==> config.mk <==
export PLATFORM = sky130hd
export DESIGN_NAME = dual_down_counter_timer_regs_core_flat
export DESIGN_NICKNAME = d
export VERILOG_FILES = /design/src/rtl/ddct_pkg.sv /design/src/rtl/ddct_cmd_if.sv /design/src/rtl/ddct_rsp_if.sv /design/src/rtl/ddct_timer.sv /design/src/rtl/dual_down_counter_timer_regs_core.sv /design/src/flat_wrapper.sv
export SDC_FILE = /design/constraint.sdc
export NUM_CORES = 1
export LEC_CHECK = 0
export CAP_MARGIN = 20
export CORE_ASPECT_RATIO = 0.7
export CORE_MARGIN = 2
export CORE_UTILIZATION = 25
export DETAILED_ROUTE_END_ITERATION = 16
export DONT_BUFFER_PORTS = 1
export GPL_TIMING_DRIVEN = 0
export MAX_ROUTING_LAYER = met4
export PLACE_DENSITY = 0.37
export SYNTH_ARGS = -nofsm -noshare
export SYNTH_HDL_FRONTEND = slang
export SYNTH_HIERARCHICAL = 1
export SYNTH_SLANG_ARGS = --single-unit
export TNS_END_PERCENT = 50
==> constraint.sdc <==
create_clock -name clk -period 3.4 [get_ports clk]
set_input_delay 0.34 -clock clk [delete_from_list [all_inputs] [get_ports clk]]
set_output_delay 0.34 -clock clk [all_outputs]
set_load 0.05 [all_outputs]
==> src/rtl/ddct_pkg.sv <==
`timescale 1ns / 1ps
// ----------------------------------------------------------------------------
// ddct_pkg
// Shared constants, codes and types of the dual down-counter timer block.
// ----------------------------------------------------------------------------
package ddct_pkg;

	localparam int NUM_TIMERS  = 2;
	localparam int COUNT_WIDTH = 56;
	localparam int DATA_W      = 32;
	localparam int ADDR_W      = 8;
	localparam int HI_W        = COUNT_WIDTH - DATA_W;
	localparam int OFF_W       = 5;
	localparam int SEL_W       = ADDR_W - OFF_W;

	typedef enum logic [1:0] {
		FUNC_TICK  = 2'd0,
		FUNC_READ  = 2'd1,
		FUNC_WRITE = 2'd2
	} ddct_func_t;

	// global registers
	localparam logic [ADDR_W-1:0] ADDR_IRQ_EN = 8'h00;
	localparam logic [ADDR_W-1:0] ADDR_IRQ_ST = 8'h04;

	// offsets within a timer window
	localparam logic [OFF_W-1:0] OFF_CTRL   = 5'h00;
	localparam logic [OFF_W-1:0] OFF_IVL_LO = 5'h04;
	localparam logic [OFF_W-1:0] OFF_CNT_LO = 5'h08;
	localparam logic [OFF_W-1:0] OFF_IVL_HI = 5'h0c;
	localparam logic [OFF_W-1:0] OFF_CNT_HI = 5'h10;

	// control word bits
	localparam int CTL_EN_BIT      = 0;
	localparam int CTL_RELOAD_BIT  = 1;
	localparam int CTL_ONESHOT_BIT = 7;

	typedef struct packed {
		logic              tick;  // advancing tick word
		logic              wr;    // advancing write aimed at this timer
		logic              sel;   // address falls in this timer window
		logic [OFF_W-1:0]  off;
		logic [DATA_W-1:0] wdata;
	} ddct_tmr_cmd_t;

endpackage

==> src/rtl/ddct_cmd_if.sv <==
`timescale 1ns / 1ps
// ----------------------------------------------------------------------------
// ddct_cmd_if
// Command channel: tick, register read or register write.
// ----------------------------------------------------------------------------
interface ddct_cmd_if;
	logic        valid;
	logic        ready;
	logic [1:0]  func;
	logic [7:0]  reg_address;
	logic [31:0] write_data;

	modport source (output valid, func, reg_address, write_data, input ready);
	modport sink   (input valid, func, reg_address, write_data, output ready);
endinterface

==> src/rtl/ddct_rsp_if.sv <==
`timescale 1ns / 1ps
// ----------------------------------------------------------------------------
// ddct_rsp_if
// Response channel: read data and interrupt level after each command.
// ----------------------------------------------------------------------------
interface ddct_rsp_if;
	logic        valid;
	logic        ready;
	logic [31:0] read_data;
	logic        irq_pending;

	modport source (output valid, read_data, irq_pending, input ready);
	modport sink   (input valid, read_data, irq_pending, output ready);
endinterface

==> src/rtl/ddct_timer.sv <==
`timescale 1ns / 1ps
// ----------------------------------------------------------------------------
// ddct_timer
// One down counter with interval, control bits, register access and expiry.
// ----------------------------------------------------------------------------
module ddct_timer (
	input  logic                       clk,
	input  logic                       arst_n,
	input  ddct_pkg::ddct_tmr_cmd_t    cmd,
	output logic [ddct_pkg::DATA_W-1:0] rdata,
	output logic                       expire
);

	logic                               en_q;
	logic                               os_q;
	logic [ddct_pkg::COUNT_WIDTH-1:0]   ivl_q;
	logic [ddct_pkg::COUNT_WIDTH-1:0]   cnt_q;
	logic                               at_end;

	// an enabled count of one or zero expires on the next tick
	assign at_end = (cnt_q[ddct_pkg::COUNT_WIDTH-1:1] == '0);
	assign expire = cmd.tick && en_q && at_end;

	always_ff @(posedge clk or negedge arst_n) begin
		if (!arst_n) begin
			en_q  <= 1'b0;
			os_q  <= 1'b0;
			ivl_q <= '0;
			cnt_q <= '0;
		end else if (cmd.tick) begin
			if (en_q) begin
				if (at_end) begin
					if (os_q) begin
						cnt_q <= '0;
						en_q  <= 1'b0;
					end else begin
						cnt_q <= ivl_q;
					end
				end else begin
					cnt_q <= cnt_q - ddct_pkg::COUNT_WIDTH'(1);
				end
			end
		end else if (cmd.wr) begin
			unique case (cmd.off)
				ddct_pkg::OFF_CTRL: begin
					en_q <= cmd.wdata[ddct_pkg::CTL_EN_BIT];
					os_q <= cmd.wdata[ddct_pkg::CTL_ONESHOT_BIT];
					if (cmd.wdata[ddct_pkg::CTL_RELOAD_BIT]) begin
						cnt_q <= ivl_q;
					end
				end
				ddct_pkg::OFF_IVL_LO: begin
					ivl_q[ddct_pkg::DATA_W-1:0] <= cmd.wdata;
				end
				ddct_pkg::OFF_CNT_LO: begin
					cnt_q[ddct_pkg::DATA_W-1:0] <= cmd.wdata;
				end
				ddct_pkg::OFF_IVL_HI: begin
					ivl_q[ddct_pkg::COUNT_WIDTH-1:ddct_pkg::DATA_W] <=
						cmd.wdata[ddct_pkg::HI_W-1:0];
				end
				ddct_pkg::OFF_CNT_HI: begin
					cnt_q[ddct_pkg::COUNT_WIDTH-1:ddct_pkg::DATA_W] <=
						cmd.wdata[ddct_pkg::HI_W-1:0];
				end
				default: begin
				end
			endcase
		end
	end

	always_comb begin
		rdata = '0;
		if (cmd.sel) begin
			unique case (cmd.off)
				ddct_pkg::OFF_CTRL: begin
					rdata[ddct_pkg::CTL_EN_BIT]      = en_q;
					rdata[ddct_pkg::CTL_ONESHOT_BIT] = os_q;
				end
				ddct_pkg::OFF_IVL_LO: rdata = ivl_q[ddct_pkg::DATA_W-1:0];
				ddct_pkg::OFF_CNT_LO: rdata = cnt_q[ddct_pkg::DATA_W-1:0];
				ddct_pkg::OFF_IVL_HI:
					rdata = ddct_pkg::DATA_W'(ivl_q[ddct_pkg::COUNT_WIDTH-1:ddct_pkg::DATA_W]);
				ddct_pkg::OFF_CNT_HI:
					rdata = ddct_pkg::DATA_W'(cnt_q[ddct_pkg::COUNT_WIDTH-1:ddct_pkg::DATA_W]);
				default: rdata = '0;
			endcase
		end
	end

endmodule

==> src/rtl/dual_down_counter_timer_regs_core.sv <==
`timescale 1ns / 1ps
// ----------------------------------------------------------------------------
// dual_down_counter_timer_regs_core
// Register-mapped block of down-counting interval timers with reload,
// interrupt enable and write-one-to-clear status.
// ----------------------------------------------------------------------------
//  channel | dir | handshake     | word
//  cmd     | in  | valid/ready   | func, reg_address, write_data
//  rsp     | out | valid/ready   | read_data, irq_pending
//
//  Each word is taken into the input register; the state update and
//  the result are formed there and land in the output register, from
//  which the word is answered; one word is taken per cycle unless rsp stalls.
//  Reset clears all timers and interrupt registers; no clearing pass.
//  A stalled response holds the input register; cmd.ready drops only while
//  both registers are full and rsp.ready is low.
// ----------------------------------------------------------------------------
module dual_down_counter_timer_regs_core (
	input  logic       clk,
	input  logic       arst_n,
	ddct_cmd_if.sink   cmd,
	ddct_rsp_if.source rsp
);

	// input register
	logic                          vld_s1;
	logic [1:0]                    func_s1;
	logic [ddct_pkg::ADDR_W-1:0]   addr_s1;
	logic [ddct_pkg::DATA_W-1:0]   wdata_s1;

	// output register
	logic                          out_vld_q;
	logic [ddct_pkg::DATA_W-1:0]   rdata_q;
	logic                          irq_q;

	logic [ddct_pkg::NUM_TIMERS-1:0] irq_en_q;
	logic [ddct_pkg::NUM_TIMERS-1:0] irq_st_q;
	logic [ddct_pkg::NUM_TIMERS-1:0] en_nxt;
	logic [ddct_pkg::NUM_TIMERS-1:0] st_nxt;

	logic                          adv;
	logic                          is_tick;
	logic                          is_read;
	logic                          is_write;
	logic [ddct_pkg::NUM_TIMERS-1:0] tmr_sel;
	logic [ddct_pkg::NUM_TIMERS-1:0] expire;
	logic [ddct_pkg::DATA_W-1:0]   tmr_rdata [ddct_pkg::NUM_TIMERS];
	logic [ddct_pkg::DATA_W-1:0]   tmr_rd_any;
	logic [ddct_pkg::DATA_W-1:0]   rd_nxt;

	assign adv       = vld_s1 && (!out_vld_q || rsp.ready);
	assign cmd.ready = !vld_s1 || adv;

	assign is_tick  = (func_s1 == ddct_pkg::FUNC_TICK);
	assign is_read  = (func_s1 == ddct_pkg::FUNC_READ);
	assign is_write = (func_s1 == ddct_pkg::FUNC_WRITE);

	always_ff @(posedge clk or negedge arst_n) begin
		if (!arst_n) begin
			vld_s1 <= 1'b0;
		end else if (cmd.ready) begin
			vld_s1 <= cmd.valid;
		end
	end

	always_ff @(posedge clk) begin
		if (cmd.ready && cmd.valid) begin
			func_s1  <= cmd.func;
			addr_s1  <= cmd.reg_address;
			wdata_s1 <= cmd.write_data;
		end
	end

	generate
		for (genvar i = 0; i < ddct_pkg::NUM_TIMERS; i++) begin : g_tmr
			ddct_pkg::ddct_tmr_cmd_t tcmd;

			// window n sits at 0x20*n+0x20
			assign tmr_sel[i]  = (addr_s1[ddct_pkg::ADDR_W-1:ddct_pkg::OFF_W] ==
				ddct_pkg::SEL_W'(i + 1));
			assign tcmd.tick   = adv && is_tick;
			assign tcmd.wr     = adv && is_write && tmr_sel[i];
			assign tcmd.sel    = tmr_sel[i];
			assign tcmd.off    = addr_s1[ddct_pkg::OFF_W-1:0];
			assign tcmd.wdata  = wdata_s1;

			ddct_timer u_tmr (
				.clk    (clk),
				.arst_n (arst_n),
				.cmd    (tcmd),
				.rdata  (tmr_rdata[i]),
				.expire (expire[i])
			);
		end
	endgenerate

	always_comb begin
		tmr_rd_any = '0;
		for (int i = 0; i < ddct_pkg::NUM_TIMERS; i++) begin
			tmr_rd_any = tmr_rd_any | tmr_rdata[i];
		end
	end

	always_comb begin
		en_nxt = irq_en_q;
		st_nxt = irq_st_q;
		if (adv && is_tick) begin
			st_nxt = irq_st_q | expire;
		end
		if (adv && is_write && addr_s1 == ddct_pkg::ADDR_IRQ_EN) begin
			en_nxt = wdata_s1[ddct_pkg::NUM_TIMERS-1:0];
		end
		if (adv && is_write && addr_s1 == ddct_pkg::ADDR_IRQ_ST) begin
			st_nxt = irq_st_q & ~wdata_s1[ddct_pkg::NUM_TIMERS-1:0];
		end
	end

	always_comb begin
		priority if (!is_read) begin
			rd_nxt = '0;
		end else if (addr_s1 == ddct_pkg::ADDR_IRQ_EN) begin
			rd_nxt = ddct_pkg::DATA_W'(irq_en_q);
		end else if (addr_s1 == ddct_pkg::ADDR_IRQ_ST) begin
			rd_nxt = ddct_pkg::DATA_W'(irq_st_q);
		end else begin
			rd_nxt = tmr_rd_any;
		end
	end

	always_ff @(posedge clk or negedge arst_n) begin
		if (!arst_n) begin
			irq_en_q  <= '0;
			irq_st_q  <= '0;
			out_vld_q <= 1'b0;
		end else begin
			irq_en_q <= en_nxt;
			irq_st_q <= st_nxt;
			if (adv) begin
				out_vld_q <= 1'b1;
			end else if (rsp.ready) begin
				out_vld_q <= 1'b0;
			end
		end
	end

	always_ff @(posedge clk) begin
		if (adv) begin
			rdata_q <= rd_nxt;
			irq_q   <= |(st_nxt & en_nxt);
		end
	end

	assign rsp.valid       = out_vld_q;
	assign rsp.read_data   = rdata_q;
	assign rsp.irq_pending = irq_q;

	// interrupt level shown with a valid response matches the live registers
	a_irq_live: assert property (@(posedge clk) disable iff (!arst_n)
		out_vld_q |-> (rsp.irq_pending == |(irq_st_q & irq_en_q)))
		else $error("irq_pending out of step with status/enable");

	// only reads return data
	a_rd_zero: assert property (@(posedge clk) disable iff (!arst_n)
		(adv && !is_read) |=> (rsp.read_data == '0))
		else $error("nonzero read_data for a non-read word");

	a_sel_one: assert property (@(posedge clk) disable iff (!arst_n)
		vld_s1 |-> $onehot0(tmr_sel))
		else $error("more than one timer window decoded");

	// expiry only on an advancing tick
	a_expire_tick: assert property (@(posedge clk) disable iff (!arst_n)
		(|expire) |-> (adv && is_tick))
		else $error("timer expiry outside a tick");

endmodule
==> src/flat_wrapper.sv <==
// flat-port wrapper written by rule: the top's interface ports become plain ports
module dual_down_counter_timer_regs_core_flat 
  (clk, arst_n, cmd_valid, cmd_func, cmd_reg_address, cmd_write_data, cmd_ready, rsp_valid, rsp_read_data, rsp_irq_pending, rsp_ready);
  ddct_cmd_if cmd_i ();
  ddct_rsp_if rsp_i ();
  input  logic clk;
  input  logic arst_n;
  input wire logic [$bits(cmd_i.valid)-1:0] cmd_valid;
  input wire logic [$bits(cmd_i.func)-1:0] cmd_func;
  input wire logic [$bits(cmd_i.reg_address)-1:0] cmd_reg_address;
  input wire logic [$bits(cmd_i.write_data)-1:0] cmd_write_data;
  output wire logic [$bits(cmd_i.ready)-1:0] cmd_ready;
  output wire logic [$bits(rsp_i.valid)-1:0] rsp_valid;
  output wire logic [$bits(rsp_i.read_data)-1:0] rsp_read_data;
  output wire logic [$bits(rsp_i.irq_pending)-1:0] rsp_irq_pending;
  input wire logic [$bits(rsp_i.ready)-1:0] rsp_ready;
  assign cmd_i.valid = cmd_valid;
  assign cmd_i.func = cmd_func;
  assign cmd_i.reg_address = cmd_reg_address;
  assign cmd_i.write_data = cmd_write_data;
  assign cmd_ready = cmd_i.ready;
  assign rsp_valid = rsp_i.valid;
  assign rsp_read_data = rsp_i.read_data;
  assign rsp_irq_pending = rsp_i.irq_pending;
  assign rsp_i.ready = rsp_ready;
  dual_down_counter_timer_regs_core u_core (.clk(clk), .arst_n(arst_n), .cmd(cmd_i), .rsp(rsp_i));
endmodule
==> run_results.csv <==
group,metric,value,unit
setup_path,crit_required,3770,ps
global_routing,grt_usage,28.3,%
detailed_routing,routedWlPerCell,33.9,um
clock_network,clk_latency,600,ps
final_layout,drive_gt1_share,18.4,%
synthesis,ys_warn_count,6,
die,die_w,333,um
timing,clock_skew,25.5,ps
setup_path,criticalPathCategory,"reg2reg",
timing,finalCritPeriodShare,99.5,%
status,outcome,"complete, but fails checks",
final_layout,fin_cells,3214,
min_path,hp-class,"in2async",
clock_network,cts_tree,"built",
synthesis,avgSynthCellArea,9.11,sq um
timing,setup_viol,0,
synthesis,synth_compound_area_share,22.9,%
clock_network,root_buffer,"clkbuf_16",
placed_design,io_buffers,0,
synthesis,yosys.area_share.simple,20.5,%
timing,fin_ws,15.8,ps
final_layout,final_nets,2241,
setup_path,crit_chain,"nor4_2 -> buf_4 -> and2_1 -> clkbuf_4 -> clkbuf_4 -> a22oi_1 -> a21oi_1 -> nor3_1 -> a211oi_2",
synthesis,yosys.area_share.adder,0.132,%
setup_path,crit_family,"buffers and inverters",
placed_design,gp_congestion,1.00,
timing,whs,-541,ps
timing,fin_crit,3380,ps
synthesis,ys.flop_type,"dfrtp_1",
die,die-area,0.0781,sq mm
final_layout,syn_to_final_growth,19.2,%
timing,maxSlewHeadroom,19.1,%
job,cap_violations,0,
placed_design,dp_hpwl,82.2,mm
global_routing,overflow,0,
power_and_ir_drop,p_per_area,567,mW/mm^2
power_and_ir_drop,power_leakage,8.73,nW
clock_network,postCtsHoldBufs,43,
timing,slew_violations,0,
setup_path,endpoint_kind,"flop",
die,die_height,234,um
detailed_routing,drt_iter0_markers,2823,
synthesis,synth.distinct_cells,86,
setup_path,cp_common_cell,"clkbuf_4",
synthesis,syn-num-nets,2128,
timing,tightest_slew,1210,ps
final_layout,multiInputGateArea,0.0103,sq mm
die,coreArea,0.0750,sq mm
synthesis,synth_top_family_by_area,"compound AO/OA/AOI/OAI gates",
clock_network,htreeDepth,2,
synthesis,synthXorXnorAreaFrac,1.80,%
detailed_routing,drtAntennaViolNets,0,
detailed_routing,viasPerCell,6.14,
timing,finalHoldViolations,234,
power_and_ir_drop,max-vdd-ir-drop,0.000310,V
detailed_routing,drc,0,
clock_network,clk_path_buf_depth,3,
setup_path,start_kind,"flop",
global_routing,grt_max_degree,235,
setup_path,cp_slowest_cell,"edfxtp_1",
clock_network,clk_pin_slew,70,ps
die,rows,84,
synthesis,synthArstFlopShare,75.7,%
detailed_routing,first_pass_iters,6,
clock_network,cts.sinks,309,
timing,fmax,295,MHz
die,start_util,25.3,%
global_routing,antenna_found_initial,2,
final_layout,final_core_util,30.1,%
timing,rsz0062_at_grt,"yes",
global_routing,grt_pass1_wl,151,mm
synthesis,synthMuxAreaShare,7.65,%
placed_design,place_inst,3078,
detailed_routing,vias,19700,
final_layout,nFillCells,8020,
global_routing,grt_pass1_vias,18600,
placed_design,pre_cts_ws,-1700,ps
timing,fin_setup_tns,0,ps
setup_path,arrival,3760,ps
synthesis,synth_edf_count,75,
synthesis,netlist_area,0.0190,sq mm
setup_path,critPathMaxStageDelay,520,ps
detailed_routing,routed_wirelength,109,mm
die,pin_count,81,
synthesis,ys_ff_latch,309,
setup_path,critPathMaxFanout,10,
clock_network,numCtsBuffers,38,
synthesis,ys_seq_area_share,42.8,%
setup_path,crit_buf_inv,3,
status,violations,"negative hold slack",
synthesis,syn_inst,2080,
final_layout,regArea,0.00811,sq mm
final cells by class:
| type | instances | share of cell area, % |
|---|---|---|
| clock inverters | 23 | 1.02 |
| clock buffers | 47 | 4.49 |
| inverters | 25 | 0.437 |
| repair buffers | 83 | 3.28 |
| well taps | 989 | 5.48 |
| diodes | 2 | 0.0221 |
| plain buffers | 160 | 3.63 |
| flip-flops and latches | 309 | 35.9 |
| multi-input cells | 1576 | 45.8 |
where the power goes:
part           switching [W]  internal (W)  leakage [nW]
combinational        0.00227       0.00115          4.27
sequential          0.000911       0.00421          3.85
clock                0.00190       0.00238         0.605
per-stage QoR:
| step | power (W) | cell area [sq um] |
|---|---|---|
| 2_1_floorplan | 0.00668 | 19000 |
| 3_3_place_gp | 0.00810 | 20200 |
| 3_5_place_dp | 0.00810 | 20300 |
| 4_1_cts | 0.0127 | 22500 |
| 5_1_grt | 0.0133 | 22600 |
| 6_report | 0.0128 | 22600 |
flip-flops by register name, indices dropped and copies added, names as in the netlist:
signal                    count
u_core/rsp.valid              1
u_core/rsp.irq_pending        1
u_core/rsp.read_data         32
u_core/irq_st_q               2
u_core/g_tmr.u_tmr/cnt_q    112
u_core/g_tmr.u_tmr/ivl_q    112
u_core/g_tmr.u_tmr/os_q       2
u_core/addr_s1                8
u_core/wdata_s1              32
u_core/irq_en_q               2
u_core/func_s1                2
u_core/vld_s1                 1
u_core/g_tmr.u_tmr/en_q       2
worst paths after layout:
| check | from | to | slack, ps | depth (start not counted) |
|---|---|---|---|---|
| max | u_core/addr_s1[4] | u_core/rsp.read_data[1] | 20 | 9 |
| min | arst_n | u_core/g_tmr[1].u_tmr/ivl_q[28] | -540 | 0 |
| max reg2reg | u_core/addr_s1[4] | u_core/rsp.read_data[1] | 20 | 9 |
| min reg2reg | u_core/irq_en_q[0] | u_core/irq_en_q[0] | 530 | 1 |
| max in group asynchronous | arst_n | u_core/rsp.valid | 3060 | 0 |
| min in group clk | rsp_ready | u_core/rsp.valid | 90 | 2 |
synth_stat cells (all sizes together), types with 14 or more instances:
library cell	n	share of area, %
xor2	19	0.88
or3	24	0.84
o31ai	19	0.75
nand2	186	3.7
xnor2	20	0.92
nand2b	14	0.46
buf	30	0.95
nor4	46	1.7
nand3	90	2.4
o21a	32	1.3
a21oi	103	2.7
nor2	230	4.7
o211ai	21	0.83
a211oi	24	0.95
o22ai	49	1.6
inv	23	0.46
and2	18	0.59
a31oi	53	1.7
and3	34	1.1
a22oi	110	4.4
nor3	51	1.4
mux2	119	7.1
edfxtp	75	12
o21ai	70	1.9
or4	20	0.89
dfrtp	234	31
nand4	22	0.73
clkbuf	141	2.8
cells by family after synthesis:
logic type / count (synthesis)
AOI/OAI and AO/OA: 622
xor gates and xnor gates: 39
adders and majority gates: 2
buffers and inverters: 196
DFF: 309
muxes: 130
and+or+nand+nor: 782
per-layer routing:
metal	vias to the layer above	GRT usage (%)	share of wire, %
met3	109	9.04	12
met1	10200	44.7	51
met5	-	-	0
li1	8168	-	-
met4	0	4.28	1.3
met2	1237	33.8	35
placed cells by master, fill, tap and decap left out, types with 18 or more instances in the layout:
cell,synthesis,final
dfrtp_1,234,232
nor2_1,228,224
nand2_1,186,180
mux2_2,119,119
a22oi_1,110,110
a21oi_1,103,103
nand3_1,88,87
clkbuf_1,141,76
edfxtp_1,75,75
o21ai_0,69,69
a31oi_1,53,53
o22ai_1,49,49
dlygate4sd3_1,0,43
clkbuf_2,0,42
nor3_1,50,40
clkbuf_16,0,38
buf_4,2,37
and3_1,34,33
o21a_1,32,32
nor4_1,42,29
inv_1,23,23
or3_1,22,22
nand4_1,22,22
a211oi_1,24,22
o211ai_1,21,21
buf_2,9,20
xnor2_1,20,20
o31ai_1,19,19
xor2_1,19,19
clkbuf_4,0,18
timing repair:
action | 4_1_cts | 5_1_grt
setup endpoints to repair | 256 | 130
gates resized for setup | 125 | 51
pin swaps | 8 | 2
hold endpoints to repair | 277 | 234
buffers inserted | 25 | 6
cloned | 1 | 0
(Power assumes the default switching activity.)
